$ cat src/rtl/ccode_pkg.sv
`timescale 1ns / 1ps
// ----------------------------------------------------------------------------
// ccode_pkg: shared types and constants
// Q16.16 fixed point constants, operation codes and helpers for the
// cell-cycle derivative block.
// ----------------------------------------------------------------------------
package ccode_pkg;

  localparam int W = 32;
  localparam int FB = 16;

  localparam logic signed [W-1:0] WMAX = {1'b0, {(W-1){1'b1}}};
  localparam logic signed [W-1:0] WMIN = {1'b1, {(W-1){1'b0}}};

  // rounded Q16.16 constants
  localparam logic signed [W-1:0] C_ONE   = 32'sd65536;
  localparam logic signed [W-1:0] C_0_02  = 32'sd1311;
  localparam logic signed [W-1:0] C_0_5   = 32'sd32768;
  localparam logic signed [W-1:0] C_0_01  = 32'sd655;
  localparam logic signed [W-1:0] C_0_8   = 32'sd52429;
  localparam logic signed [W-1:0] C_0_05  = 32'sd3277;
  localparam logic signed [W-1:0] C_0_2   = 32'sd13107;
  localparam logic signed [W-1:0] C_0_1   = 32'sd6554;
  localparam logic signed [W-1:0] C_0_001 = 32'sd66;
  localparam logic signed [W-1:0] C_0_25  = 32'sd16384;
  localparam logic signed [W-1:0] C_0_15  = 32'sd9830;
  localparam logic signed [W-1:0] C_3     = 32'sd196608;
  localparam logic signed [W-1:0] C_1_2   = 32'sd78643;
  localparam logic signed [W-1:0] C_0_3   = 32'sd19661;
  localparam logic signed [W-1:0] C_0_26  = 32'sd17039;

  localparam logic [16:0] SYN_RESET = 17'd12170;
  localparam logic [18:0] FZR_RESET = 19'd191739;

  localparam logic CFG_SYN = 1'b0;
  localparam logic CFG_FZR = 1'b1;

  // micro-op codes of the back end sequencer
  typedef enum logic [1:0] {
    OP_MUL = 2'd0,
    OP_ADD = 2'd1,
    OP_SUB = 2'd2,
    OP_DIV = 2'd3
  } op_t;

  // operand sources: inputs 0..8, constants 9..21, temporaries 22..47
  localparam int NIN  = 9;
  localparam int NTMP = 26;

  typedef struct packed {
    op_t        op;
    logic [5:0] a;
    logic [5:0] b;
    logic [5:0] d;
  } uop_t;

  // register file layout
  localparam logic [5:0] R_X1 = 6'd0, R_X2 = 6'd1, R_X3 = 6'd2, R_X4 = 6'd3;
  localparam logic [5:0] R_X5 = 6'd4, R_X6 = 6'd5, R_X7 = 6'd6;
  localparam logic [5:0] R_V = 6'd7, R_K4 = 6'd8;
  localparam logic [5:0] R_ONE = 6'd9, R_002 = 6'd10, R_05 = 6'd11;
  localparam logic [5:0] R_001 = 6'd12, R_08 = 6'd13, R_005 = 6'd14;
  localparam logic [5:0] R_02 = 6'd15, R_01 = 6'd16, R_0001 = 6'd17;
  localparam logic [5:0] R_025 = 6'd18, R_015 = 6'd19, R_3 = 6'd20;
  localparam logic [5:0] R_12 = 6'd21;
  // temporaries
  localparam logic [5:0] T_U3 = 6'd22, T_U4 = 6'd23, T_U7 = 6'd24;
  localparam logic [5:0] T_A = 6'd25, T_B = 6'd26, T_C = 6'd27;
  localparam logic [5:0] T_R25 = 6'd28, T_RW = 6'd29, T_R2 = 6'd30;
  localparam logic [5:0] T_T1 = 6'd31, T_T2 = 6'd32, T_P = 6'd33;
  localparam logic [5:0] T_H = 6'd34, T_KI = 6'd35, T_KA = 6'd36;
  localparam logic [5:0] T_D = 6'd37, T_E = 6'd38;
  localparam logic [5:0] T_DX0 = 6'd39, T_DX1 = 6'd40, T_DX2 = 6'd41;
  localparam logic [5:0] T_DX3 = 6'd42, T_DX4 = 6'd43, T_DX5 = 6'd44;
  localparam logic [5:0] T_DX6 = 6'd45, T_F = 6'd46, T_G = 6'd47;

  // constant table for the fixed operand sources
  function automatic logic signed [W-1:0] cval(logic [5:0] s);
    case (s)
      R_ONE:   return C_ONE;
      R_002:   return C_0_02;
      R_05:    return C_0_5;
      R_001:   return C_0_01;
      R_08:    return C_0_8;
      R_005:   return C_0_05;
      R_02:    return C_0_2;
      R_01:    return C_0_1;
      R_0001:  return C_0_001;
      R_025:   return C_0_25;
      R_015:   return C_0_15;
      R_3:     return C_3;
      R_12:    return C_1_2;
      default: return '0;
    endcase
  endfunction

  function automatic uop_t u(op_t o, logic [5:0] a, logic [5:0] b, logic [5:0] d);
    uop_t r;
    r.op = o; r.a = a; r.b = b; r.d = d;
    return r;
  endfunction

  // micro program; derivatives end in T_DX0..T_DX6 then get the 1.2 scale
  function automatic uop_t prog(logic [6:0] pc);
    uop_t r;
    r = u(OP_ADD, T_A, T_A, T_A);
    case (pc)
      7'd0:  r = u(OP_SUB, R_ONE, R_X3, T_U3);
      7'd1:  r = u(OP_SUB, R_ONE, R_X4, T_U4);
      7'd2:  r = u(OP_SUB, R_ONE, R_X7, T_U7);
      7'd3:  r = u(OP_MUL, R_002, T_U4, T_A);
      7'd4:  r = u(OP_MUL, R_05, R_X4, T_B);
      7'd5:  r = u(OP_ADD, T_A, T_B, T_R25);
      7'd6:  r = u(OP_MUL, R_001, T_U3, T_A);
      7'd7:  r = u(OP_MUL, R_08, R_X3, T_B);
      7'd8:  r = u(OP_ADD, T_A, T_B, T_RW);
      7'd9:  r = u(OP_MUL, R_005, T_U7, T_A);
      7'd10: r = u(OP_MUL, R_08, R_X7, T_B);
      7'd11: r = u(OP_ADD, T_A, T_B, T_R2);
      7'd12: r = u(OP_MUL, T_R25, R_X2, T_T1);
      7'd13: r = u(OP_MUL, T_RW, R_X1, T_T2);
      7'd14: r = u(OP_ADD, R_V, T_T1, T_A);
      7'd15: r = u(OP_SUB, T_A, T_T2, T_A);
      7'd16: r = u(OP_MUL, T_R2, R_X1, T_B);
      7'd17: r = u(OP_SUB, T_A, T_B, T_DX0);
      7'd18: r = u(OP_SUB, T_T2, T_T1, T_A);
      7'd19: r = u(OP_MUL, T_R2, R_X2, T_B);
      7'd20: r = u(OP_SUB, T_A, T_B, T_DX1);
      // dx3
      7'd21: r = u(OP_MUL, R_02, T_U3, T_A);
      7'd22: r = u(OP_ADD, R_01, T_U3, T_B);
      7'd23: r = u(OP_DIV, T_A, T_B, T_C);
      7'd24: r = u(OP_MUL, R_05, R_X1, T_D);
      7'd25: r = u(OP_MUL, T_D, R_X3, T_A);
      7'd26: r = u(OP_ADD, R_01, R_X3, T_B);
      7'd27: r = u(OP_DIV, T_A, T_B, T_E);
      7'd28: r = u(OP_SUB, T_C, T_E, T_DX2);
      // dx4 (T_D still holds 0.5*x1)
      7'd29: r = u(OP_MUL, T_D, T_U4, T_A);
      7'd30: r = u(OP_ADD, R_01, T_U4, T_B);
      7'd31: r = u(OP_DIV, T_A, T_B, T_C);
      7'd32: r = u(OP_MUL, R_02, R_X4, T_A);
      7'd33: r = u(OP_ADD, R_01, R_X4, T_B);
      7'd34: r = u(OP_DIV, T_A, T_B, T_E);
      7'd35: r = u(OP_SUB, T_C, T_E, T_DX3);
      // hill term
      7'd36: r = u(OP_MUL, R_X1, R_X1, T_P);
      7'd37: r = u(OP_MUL, T_P, T_P, T_P);
      7'd38: r = u(OP_MUL, R_05, T_P, T_A);
      7'd39: r = u(OP_ADD, R_0001, T_A, T_A);
      7'd40: r = u(OP_ADD, R_ONE, T_P, T_B);
      7'd41: r = u(OP_DIV, T_A, T_B, T_H);
      7'd42: r = u(OP_MUL, R_025, R_X6, T_A);
      7'd43: r = u(OP_ADD, R_005, R_X6, T_B);
      7'd44: r = u(OP_DIV, T_A, T_B, T_KI);
      7'd45: r = u(OP_MUL, T_D, R_X5, T_A);
      7'd46: r = u(OP_ADD, R_01, R_X5, T_B);
      7'd47: r = u(OP_DIV, T_A, T_B, T_KA);
      7'd48: r = u(OP_ADD, T_H, T_KI, T_A);
      7'd49: r = u(OP_SUB, T_A, T_KA, T_A);
      7'd50: r = u(OP_MUL, R_05, R_X5, T_B);
      7'd51: r = u(OP_SUB, T_A, T_B, T_DX4);
      7'd52: r = u(OP_MUL, R_015, R_X6, T_B);
      7'd53: r = u(OP_SUB, T_KA, T_B, T_A);
      7'd54: r = u(OP_SUB, T_A, T_KI, T_DX5);
      // dx7
      7'd55: r = u(OP_MUL, R_3, R_X6, T_A);
      7'd56: r = u(OP_ADD, R_01, T_A, T_A);
      7'd57: r = u(OP_MUL, T_A, T_U7, T_A);
      7'd58: r = u(OP_ADD, R_001, T_U7, T_B);
      7'd59: r = u(OP_DIV, T_A, T_B, T_C);
      7'd60: r = u(OP_MUL, R_K4, R_X1, T_A);
      7'd61: r = u(OP_ADD, R_01, T_A, T_A);
      7'd62: r = u(OP_MUL, T_A, R_X7, T_A);
      7'd63: r = u(OP_ADD, R_005, R_X7, T_B);
      7'd64: r = u(OP_DIV, T_A, T_B, T_E);
      7'd65: r = u(OP_SUB, T_C, T_E, T_DX6);
      // scale by 1.2
      7'd66: r = u(OP_MUL, R_12, T_DX0, T_DX0);
      7'd67: r = u(OP_MUL, R_12, T_DX1, T_DX1);
      7'd68: r = u(OP_MUL, R_12, T_DX2, T_DX2);
      7'd69: r = u(OP_MUL, R_12, T_DX3, T_DX3);
      7'd70: r = u(OP_MUL, R_12, T_DX4, T_DX4);
      7'd71: r = u(OP_MUL, R_12, T_DX5, T_DX5);
      7'd72: r = u(OP_MUL, R_12, T_DX6, T_DX6);
      default: r = u(OP_ADD, T_A, T_A, T_A);
    endcase
    return r;
  endfunction

  localparam logic [6:0] PC_LAST = 7'd72;

  function automatic logic signed [W-1:0] sat33(logic signed [W:0] v);
    if (v > $signed({1'b0, WMAX})) return WMAX;
    if (v < $signed({1'b1, WMIN})) return WMIN;
    return v[W-1:0];
  endfunction

  // saturate a signed value from sign and magnitude
  function automatic logic signed [W-1:0] from_mag(logic neg, logic [47:0] m);
    if (m >= 48'h80000000) return neg ? WMIN : WMAX;
    return neg ? -$signed(m[W-1:0]) : $signed(m[W-1:0]);
  endfunction

  typedef struct packed {
    logic [31:0]        t;
    logic signed [31:0] x1, x2, x3, x4, x5, x6, x7;
  } item_t;

  typedef struct packed {
    logic signed [31:0] dy0, dy1, dy2, dy3, dy4, dy5, dy6;
    logic               g1;
    logic               ev;
    logic [31:0]        g1t;
    logic [31:0]        stt;
  } res_t;

endpackage

$ cat src/rtl/ccode_fifo.sv
`timescale 1ns / 1ps
// ----------------------------------------------------------------------------
// ccode_fifo: short item queue
// Two-entry queue between the front end and the back end.
// ----------------------------------------------------------------------------
module ccode_fifo import ccode_pkg::*; (
  input  logic  clk,
  input  logic  rst_n,
  input  logic  wr,
  input  item_t wdata,
  output logic  full,
  input  logic  rd,
  output item_t rdata,
  output logic  empty
);
  item_t      mem_r [2];
  logic       wp_r, rp_r;
  logic [1:0] cnt_r;

  assign full  = (cnt_r == 2'd2);
  assign empty = (cnt_r == 2'd0);
  assign rdata = mem_r[rp_r];

  // store item
  always_ff @(posedge clk) begin
    if (wr && !full) mem_r[wp_r] <= wdata;
  end

  // advance pointers
  always_ff @(posedge clk) begin
    if (!rst_n) begin
      wp_r <= 1'b0; rp_r <= 1'b0; cnt_r <= 2'd0;
    end else begin
      if (wr && !full) wp_r <= ~wp_r;
      if (rd && !empty) rp_r <= ~rp_r;
      cnt_r <= cnt_r + {1'b0, wr && !full} - {1'b0, rd && !empty};
    end
  end
endmodule

$ cat config.mk
export PLATFORM = sky130hd
export DESIGN_NAME = ccode_fifo
export DESIGN_NICKNAME = d
export VERILOG_FILES = /design/src/rtl/ccode_pkg.sv /design/src/rtl/ccode_fifo.sv
export SDC_FILE = /design/constraint.sdc
export NUM_CORES = 1
export LEC_CHECK = 0
export BUFFER_PORTS_ARGS = -buffer_cell sky130_fd_sc_hd__buf_4
export CAP_MARGIN = 20
export CORE_MARGIN = 8
export CORE_UTILIZATION = 56
export CTS_CLUSTER_DIAMETER = 100
export DETAILED_ROUTE_END_ITERATION = 7
export GPL_ROUTABILITY_DRIVEN = 0
export PLACE_DENSITY = 0.85
export SETUP_SLACK_MARGIN = 0.1
export SLEW_MARGIN = 20
export SYNTH_ARGS = -nofsm -noshare
export SYNTH_HDL_FRONTEND = slang
export SYNTH_SLANG_ARGS = --single-unit
$ cat constraint.sdc
create_clock -name clk -period 30.9 [get_ports clk]
set_input_delay 3.09 -clock clk [delete_from_list [all_inputs] [get_ports clk]]
set_output_delay 3.09 -clock clk [all_outputs]
set_load 0.01 [all_outputs]
# Word level (Yosys, flattened, before mapping)
# Memory sizes are Yosys's and may differ from the RTL's. A register that Yosys moved wholly into a read port is not among the register bits.
# Index checks and enable logic that the tools add are counted.
[word_totals]
in_bits = 260
latch_bits = 0
memories = 1
register_bits = 4
output_inout_bits = 258
mem_bits_rw = 512
romBits = 0
word_cells = 18
[classes]
mul = 0
mux = 4
bitwise = 2
reduce_logical = 5
n_eq_ne = 1
order_cmp = 0
div_mod_pow = 0
add_sub_neg = 2
n_shift = 0
[mem_list]
columns = ["memory", "words", "word_bits", "rd", "rd_ports_with_merged_regs", "wr", "line_no", "source"]
rows = [
  ["mem_r", 2, 256, 1, 1, 1, "ccode_fifo.sv:16", "item_t mem_r [2];"],
]
[op_table]
columns = ["cell", "count"]
rows = [
  ["2-to-1 mux 1 bit", 4],
  ["adder 2 x 1 -> 2 bit", 1],
  ["== test 2 bit (second input constant)", 1],
  ["logical AND 1 bit", 2],
  ["logical NOT 1 bit", 2],
  ["logical NOT 2 bit", 1],
  ["inverter 1 bit", 2],
  ["subtractor 2 x 1 -> 2 bit", 1],
]

# Depth between registers and ports, before layout
[logic_depth]
depth_word = 5
depth_mapped = 8
depth_no_buf = 8

# Worst setup path after synthesis
# OpenSTA, ideal clock, no wires.
[synth_path]
path_type = "input port to flip-flop"
start = "input port wr"
end = "memory mem_r[0][0] (netlist bit) (enable)"
setup_ns = 0.877
required_ns = 30.023
path_slack_ns = 16.235
stages = 2
t_arrival_ns = 13.787
path_buffers = 0
path_cell_list = "nand2_1 > nor2_1"
[synth_between]
elab_chain_cells = 3
[synth_rtl]
columns = ["element", "line_no", "source"]
rows = [
  ["start: declaration", "ccode_fifo.sv:9", "input logic wr,"],
  ["logical AND 1 bit", "ccode_fifo.sv:26", "if (wr && !full) mem_r[wp_r] <= wdata;"],
  ["2-to-1 mux 1 bit", "ccode_fifo.sv:26", ""],
  ["2-to-1 mux 1 bit (not written as such)", "ccode_fifo.sv:26", ""],
  ["end: declaration", "ccode_fifo.sv:16", ""],
]
# No other way between the ends.

==> results.yml <==
outcome:
  outcome: "finished, final reports clean"
clock_network:
  root_buffer: "clkbuf_16"
  cts_sinks: 517
  cts_tree: "done"
  cts_buffers: 50
  path_clk_slew_ps: 60
  clkLatencyLatePin_ps: 560
  postCtsSetupBuffers: 0
  cts.hold.buffers_added: 0
  clk_path_buf_depth: 3
  ctsResizeCount: 0
  ctsHtreeMaxLevel: 2
synth:
  synth-adder-area-share_pct: 0.133
  synth-edff-count: 512
  synthFlopType: "edfxtp_1"
  syn_nets: 1083
  synth_compound_area_share_pct: 0.0399
  yosysMostFrequentCell: "edfxtp_1"
  synthArstFlopShare_pct: 0
  yosysSeqAreaShare_pct: 82.3
  ys_warn_count: 0
  yosysUniqueCellTypes: 17
  synth_top_family_by_area: "multiplexers"
  yosysTopAreaCellShare_pct: 81.8
  syn_avg_cell_area_um2: 22.9
  synth_xor_area_share_pct: 0.140
  synth_cells: 821
  synth.area.top_cells: "edfxtp_1, mux2_2, buf_6"
  yosysTopAreaCell: "edfxtp_1"
  yosys-top-cells-count: "edfxtp_1, mux2_2, buf_6"
  yosys.area_share.simple_pct: 0.313
  synthMuxAreaShare_pct: 15.4
  ys_ff_latch: 517
  netlist_area_um2: 18800
timing:
  drv_slew: 0
  fin_tns_setup_ps: 0
  clock_skew_ps: 16.0
  tightestPinTransition_ps: 1110
  rsz0062_at_grt: "no"
  max_slew_margin_pct: 26.2
  period_minus_slack_ps: 6720
  post-route-period-util_pct: 21.8
  final_hold_viol_count: 0
  fmax_ghz: 0.149
  setup_viol: 0
pwr:
  p_leak_nw: 9.10
  ir_drop_v: 0.0000749
  pwr_density_cell_nw_per_um2: 80.7
worst_hold_path:
  hold_path_depth: 2
  hp-class: "reg -> reg"
  worstHoldStart: "wp_r$_SDFFE_PN0P_"
  hold_end: "wp_r$_SDFFE_PN0P_"
global_route:
  grt_overflow_total: 0
  grt_use_total_pct: 22.2
  grt_pass1_vias: 10800
  antenna_found_initial: 1
  grt_pass1_wl_mm: 64.4
  grt_max_degree: 181
final_layout:
  nNetsFinal: 1632
  layout-drive-gt1-share_pct: 60.2
  design_area_um2: 24500
  area_growth_pct: 30.6
setup_path:
  required_ps: 27810
  critical-path-top-delay-family: "buffers and inverters"
  end_kind: "output pin"
  timing.rr.start: "cnt_r[0]$_SDFF_PN0_"
  worst-setup-path-type: "reg -> out"
  r2r_end: "mem_r[1][197]$_DFFE_PP_"
  start_kind: "flop"
  arrival_ps: 3630
  cp_num_cells: 4
  crit_buf_inv: 3
  critPathSlowestCell: "buf_4"
  crit_chain: "buf_4 > buf_4 > mux2_2 > buf_4"
  r2r_setup_slack_ps: 27530
  r2r_cells: 4
  critPathMaxStageDelay_ps: 890
  cp_max_fo: 82
  path_common_cell: "buf_4"
routing:
  wirelength_mm: 45.5
  dr_total_vias: 9918
  dr.first_iter.drc_count: 542
  first_pass_iters: 4
  ant_nets: 0
  drc_errors: 0
  wire_per_inst_um: 24.5
  vias_per_cell: 5.33
place:
  port_buffers: 517
  postPlaceCellArea_um2: 23000
  dpl.hpwl_mm: 31.7
floorplan:
  die_x_um: 199
  row_count: 67
  fp.dieArea_um2: 39700
  start_util_pct: 56.5
  num_io_pins: 518
  die_y_um: 199
  core_area_um2: 33300
run:
  max-cap-violations: 0
-- cells in the final DEF, fill, tap and decap left out, drive strengths merged --
cell        n
and2        2
and3        1
buf       525
bufinv      1
clkbuf     69
clkinv     21
clkinvlp    1
dfxtp       5
diode       2
edfxtp    512
ha          2
inv         2
mux2      256
mux2i       1
nand2       2
nand2b      2
nor2        2
nor2b       2
o21a        1
xnor2       3
-- per-stage QoR --
step | util [%] | cells | hold WS [ps] | worst slack [ps] | power [mW]
2_1_floorplan | - | 821 | 455 | 16240 | 1.23
3_3_place_gp | 69.2 | 1766 | 505 | 24780 | 1.42
3_5_place_dp | 69.2 | 1766 | 520 | 24780 | 1.44
4_1_cts | 73.7 | 1858 | 531 | 24150 | 2.00
5_1_grt | 73.8 | 1860 | 555 | 23990 | 2.05
6_report | 73.8 | 1860 | 536 | 24180 | 1.98
-- worst max-delay path by stage --
| stage | to | startpoint |
|---|---|---|
| floorplan | mem_r[0][0]$_DFFE_PP_ | wr |
| global placement | rdata[65] | flop |
| detailed placement | rdata[65] | flop |
| CTS | rdata[65] | flop |
| global route | rdata[139] | flop |
| finish | rdata[139] | flop |
-- kinds of logic after synthesis --
group	Yosys count
adder cells (fa/ha/maj)	2
flip-flops	517
buffers and inverters	30
XOR/XNOR	3
AO/OA/AOI/OAI	1
AND/OR/NAND/NOR	11
multiplexers	257
-- worst min-delay path, delay by kind of cell (launching register included) --
kind,cells,cell delay [ps]
flip-flops,1,350
multiplexers,1,60
AND/OR/NAND/NOR,1,70
-- sequential cells by signal (all words and copies together) (netlist names), named ones only --
signal / flops
cnt_r: 2
mem_r: 512
rp_r: 1
wp_r: 1
-- layout make-up --
| type | instances | area, µm² |
|---|---|---|
| sequential | 517 | 15500 |
| antenna | 2 | 5.00 |
| multi-input combinational | 274 | 3020 |
| fill | 1865 | 8730 |
| clock inverter | 23 | 133 |
| inverter | 2 | 7.51 |
| tap | 448 | 561 |
| clock buffer | 69 | 1390 |
| timing repair buffer | 525 | 3950 |
-- routing by layer --
layer | vias to the layer above | track usage, % | part of all wire, %
li1 | 4379 | - | -
met1 | 4920 | 22.2 | 32
met2 | 511 | 39.4 | 52
met3 | 108 | 9.08 | 12
met4 | 0 | 10.8 | 4.7
met5 | - | 0 | 0
-- power breakdown --
part | internal [mW] | switching (mW)
clock network | 0.321 | 0.241
registers | 0.883 | 0.0278
logic | 0.254 | 0.254
Note: power is estimated with default switching activity, not from simulation.
